==> config.mk <==
export PLATFORM = sky130hd
export DESIGN_NAME = tpa_ctrl
export DESIGN_NICKNAME = d
export VERILOG_FILES = /design/src/rtl/tpa_pkg.sv /design/src/rtl/tpa_ctrl.sv
export SDC_FILE = /design/constraint.sdc
export NUM_CORES = 1
export LEC_CHECK = 0
export BUFFER_PORTS_ARGS = -buffer_cell sky130_fd_sc_hd__buf_4
export CORE_AREA = 3 3 40 42
export CTS_CLUSTER_SIZE = 14
export DETAILED_ROUTE_END_ITERATION = 10
export DIE_AREA = 0 0 43 45
export PLACE_DENSITY = 0.68
export SYNTH_ARGS = -nofsm -noshare
export SYNTH_HDL_FRONTEND = slang
export SYNTH_SLANG_ARGS = --single-unit
==> constraint.sdc <==
create_clock -name i_clk -period 1.3 [get_ports i_clk]
set_clock_uncertainty 0.15 [all_clocks]
set_input_delay 0.13 -clock i_clk [delete_from_list [all_inputs] [get_ports i_clk]]
set_output_delay 0.13 -clock i_clk [all_outputs]
set_load 0.01 [all_outputs]
==> src/rtl/tpa_pkg.sv <==
// shared constants, codes and control types of the two-region page allocator
package tpa_pkg;

    // fixed field widths
    localparam int ADDR_W    = 40;
    localparam int KPC_W     = 11;
    localparam int KIND_W    = 2;
    localparam int STATUS_W  = 3;
    localparam int FREE_W    = 13;
    localparam int CFG_IDX_W = 2;

    // parameter defaults
    localparam int PAGE_BYTES_DEF       = 4096;
    localparam int KERNEL_PAGES_MAX_DEF = 1024;
    localparam int USER_PAGES_MAX_DEF   = 4096;

    // kernel page count after reset
    localparam logic [KPC_W-1:0] KPC_RESET = 11'd256;

    // request kinds
    localparam logic [KIND_W-1:0] KIND_INIT  = 2'd0;
    localparam logic [KIND_W-1:0] KIND_ALLOC = 2'd1;
    localparam logic [KIND_W-1:0] KIND_FREE  = 2'd2;

    // status codes
    localparam logic [STATUS_W-1:0] ST_OK       = 3'd0;
    localparam logic [STATUS_W-1:0] ST_NO_PAGES = 3'd1;
    localparam logic [STATUS_W-1:0] ST_MISALIGN = 3'd2;
    localparam logic [STATUS_W-1:0] ST_RANGE    = 3'd3;
    localparam logic [STATUS_W-1:0] ST_BAD_CFG  = 3'd4;
    localparam logic [STATUS_W-1:0] ST_FULL     = 3'd5;

    // configuration register indexes
    localparam logic [CFG_IDX_W-1:0] CFG_BASE  = 2'd0;
    localparam logic [CFG_IDX_W-1:0] CFG_LIMIT = 2'd1;
    localparam logic [CFG_IDX_W-1:0] CFG_KPC   = 2'd2;

    // controller to datapath commands
    typedef struct packed {
        logic                latch;
        logic                chk1;
        logic                chk2;
        logic                commit;
        logic                fill;
        logic                pop;
        logic                push;
        logic                finish;
        logic                status_we;
        logic [STATUS_W-1:0] status;
    } t_cmd;

    // datapath to controller status
    typedef struct packed {
        logic                ready;
        logic                empty;
        logic                cfg_bad;
        logic                fill_done;
        logic [STATUS_W-1:0] free_code;
    } t_stat;

endpackage

==> src/rtl/tpa_ctrl.sv <==
// sequencing state machine of the two-region page allocator
module tpa_ctrl
    import tpa_pkg::*;
(
    input  logic              i_clk,
    input  logic              i_rst_n,
    input  logic              i_start,
    input  logic [KIND_W-1:0] i_kind,
    input  t_stat             i_stat,
    output t_cmd              o_cmd,
    output logic              o_busy,
    output logic              o_strobe
);

    typedef enum logic [2:0] {
        S_IDLE,
        S_CHK1,
        S_CHK2,
        S_CHK3,
        S_FILL,
        S_ALLOC,
        S_FREE,
        S_FIN
    } t_state;

    t_state r_state, n_state;
    logic   r_strobe, n_strobe;

    // next state and command decode
    always_comb begin
        o_cmd    = '0;
        n_state  = r_state;
        n_strobe = 1'b0;
        case (r_state)
            S_IDLE: begin
                if (i_start) begin
                    o_cmd.latch = 1'b1;
                    case (i_kind)
                        KIND_INIT:  n_state = i_stat.ready ? S_FIN : S_CHK1;
                        KIND_ALLOC: n_state = S_ALLOC;
                        KIND_FREE:  n_state = S_FREE;
                        default:    n_state = S_FIN;
                    endcase
                end
            end
            S_CHK1: begin
                o_cmd.chk1 = 1'b1;
                n_state    = S_CHK2;
            end
            S_CHK2: begin
                o_cmd.chk2 = 1'b1;
                n_state    = S_CHK3;
            end
            S_CHK3: begin
                if (i_stat.cfg_bad) begin
                    o_cmd.status_we = 1'b1;
                    o_cmd.status    = ST_BAD_CFG;
                    n_state         = S_FIN;
                end else begin
                    o_cmd.commit = 1'b1;
                    n_state      = S_FILL;
                end
            end
            S_FILL: begin
                if (i_stat.fill_done) begin
                    n_state = S_FIN;
                end else begin
                    o_cmd.fill = 1'b1;
                end
            end
            S_ALLOC: begin
                if (i_stat.empty) begin
                    o_cmd.status_we = 1'b1;
                    o_cmd.status    = ST_NO_PAGES;
                end else begin
                    o_cmd.pop = 1'b1;
                end
                n_state = S_FIN;
            end
            S_FREE: begin
                o_cmd.status_we = 1'b1;
                o_cmd.status    = i_stat.free_code;
                o_cmd.push      = (i_stat.free_code == ST_OK);
                n_state         = S_FIN;
            end
            S_FIN: begin
                o_cmd.finish = 1'b1;
                n_strobe     = 1'b1;
                n_state      = S_IDLE;
            end
            default: begin
                n_state = S_IDLE;
            end
        endcase
    end

    // state and result strobe
    always_ff @(posedge i_clk) begin
        if (!i_rst_n) begin
            r_state  <= S_IDLE;
            r_strobe <= 1'b0;
        end else begin
            r_state  <= n_state;
            r_strobe <= n_strobe;
        end
    end

    assign o_busy   = (r_state != S_IDLE);
    assign o_strobe = r_strobe;

endmodule

==> results.ini <==
[detailed_routing]
detail_route.wl_per_cell_um = 14.2
ant_nets = 0
first_pass_iters = 4
wl_mm = 1.61
viasPerCell = 5.28
first_iter_violations = 11
drc = 0
vias = 597

[placed_design]
io_buffers = 25
preCtsSetupSlack_ps = -81.5
place_area_um2 = 686
gp_congestion = 0.794
dp.final_hpwl_um = 995

[floorplan]
dieWidth_um = 43
ios = 26
core_area_um2 = 1280
initial_core_util_pct = 32.4
num_rows = 13
die_y_um = 45
dieArea_um2 = 1940

[grt]
first_global_vias = 521
grt_pass1_wl_mm = 2.19
grt_max_degree = 10
antenna_found_initial = 0
gr-total-overflow = 0
grt_usage_pct = 14.9

[sta]
clock.fmax_mhz = 626
hold_viol_final = 0
setup_ws_ps = -299
worst_pin_slew_ps = 256
post-route-period-util_pct = 123
maxSlewHeadroom_pct = 82.8
tns_ps = -2360
rsz0062_at_grt = true
final.min_clock_period_ps = 1600
hold_ws_ps = 163
setup_viol = 16
drv_slew = 0

[synth]
synthDistinctLibCells = 29
syn_area_per_cell_um2 = 7.58
synth_top_area_share_pct = 19.2
netlist_instances = 55
seq_area_frac_synth_pct = 19.2
yosysTopAreaCell = dfxtp_1
synthArstFlopShare_pct = 0
ys_ff_latch = 4
syn_nets = 70
ys_warn_count = 0
syn_area_um2 = 417
ys.flop_type = dfxtp_1
synth_edf_count = 0
synth_area_leaders = dfxtp_1 (19%), ha_1 (9.0%), a21boi_0 (5.4%), nand2_1 (5.4%), nor2b_1 (4.5%)

[finish]
diodes = 0
final_layout_size_suffix_gt1_share_pct = 66.3
final_nets = 115
post-route-cell-area_um2 = 892
area_growth_pct = 114
post-route-util_pct = 69.4

[worst_setup_path]
crit_fanout = 6
end_kind = primary output
crit_type = flip-flop to primary output
crit_arrival_ps = 1320
required_ps = 1020
start_kind = flip-flop

[worst_hold_path]
min_path_type = input pin to flip-flop

[clock_network]
cts-root-buf = clkbuf_4
cts_made_buffers = 3
htreeDepth = 1
clk_path_buf_depth = 2
cts_sinks = 4
cts_tree = yes
clock_latency_ps = 250
path_clk_slew_ps = 40

[run]
drv_cap = 0

[power]
powerDensity_nw_per_um2 = 1060
vdd_drop_max_mv = 0.523
p_leak_nw = 0.436

[outcome]
status = finished, violations left
violations = setup timing

==> flip-flops by register name (all words and copies together), names as in the netlist <==
| register | cells |
|---|---|
| r_state | 3 |
| o_strobe | 1 |
==> layout by cell type, fill, tap and decap left out, types with 2 or more instances in the layout <==
cell type	count
buf_6	4
nor2_1	2
a21oi_1	2
ha_1	3
buf_4	37
nand2_1	5
nor2b_2	2
nor3_1	2
nor4_2	2
clkbuf_4	3
dfxtp_4	3
a21boi_1	2
inv_1	3
==> where the power goes <==
group	switching (mW)	total, mW	internal (mW)
clock network	0.0668	0.171	0.104
logic	0.256	0.590	0.334
registers	0.0344	0.186	0.151
total	0.357	0.947	0.590
==> critical path, cell delays in order, from the launching register on <==
cell and delay (ps):
dfxtp_4 360, buf_12 130, or3_4 390, nor2_4 90, buf_6 100
==> repair_timing <==
action,CTS,global route
hold buffers,1,0
buffers inserted,2,6
setup endpoints to repair,15,15
endpoints found under the hold margin,3,0
gates resized for setup,15,16
pin swaps,0,3
==> per-stage QoR <==
stage	power (mW)	cells
final	0.947	113
after global routing	0.999	113
after detailed placement	0.588	101
after CTS	0.801	107
after floorplan	0.380	55
after global placement	0.581	101
==> routing by layer <==
metal | vias to the layer above | part of all wire, % | GRT usage, %
met2 | 31 | 53 | 28.4
met1 | 277 | 38 | 16.1
met3 | 8 | 6.0 | 1.99
li1 | 281 | - | -
met5 | - | 0 | 0
met4 | 0 | 2.1 | 7.23
==> logic make-up (layout without fill, tap and decap cells) <==
group	count (synthesis)	after routing	share of synthesized area, %
DFF	4	4	19.2
buffers and inverters	8	51	9.61
AOI/OAI and AO/OA	12	12	22.5
muxes	1	1	2.70
adders and majority gates	3	3	9.01
and+or+nand+nor	27	27	36.9
==> area by class of cell <==
| type | instances | area, um^2 |
|---|---|---|
| clock buffer | 3 | 22.5 |
| tap | 15 | 18.8 |
| sequential | 4 | 91.3 |
| timing repair buffer | 44 | 365 |
| inverter | 4 | 17.5 |
| fill | 100 | 393 |
| multi-input combinational | 43 | 377 |
==> synthesized netlist by cell type (all sizes together) (2+ instances only) <==
cell type and n:
inv 4, a21oi 2, nor2 3, buf 4
a211oi 2, a21boi 3, nor2b 4, nand2 6
nor3 3, dfxtp 4, ha 3, and3 2
nor4 2
==> final timing paths <==
kind	start	cells past startpoint	end	slack, ps
max	r_state[1]	4	o_cmd[11]	-300
min	i_kind[0]	4	r_state[1]	160
max reg2reg	r_state[2]	4	r_state[1]	-80
min reg2reg	r_state[1]	3	r_state[0]	520
No activity file was read; power rests on OpenSTA's default activity.
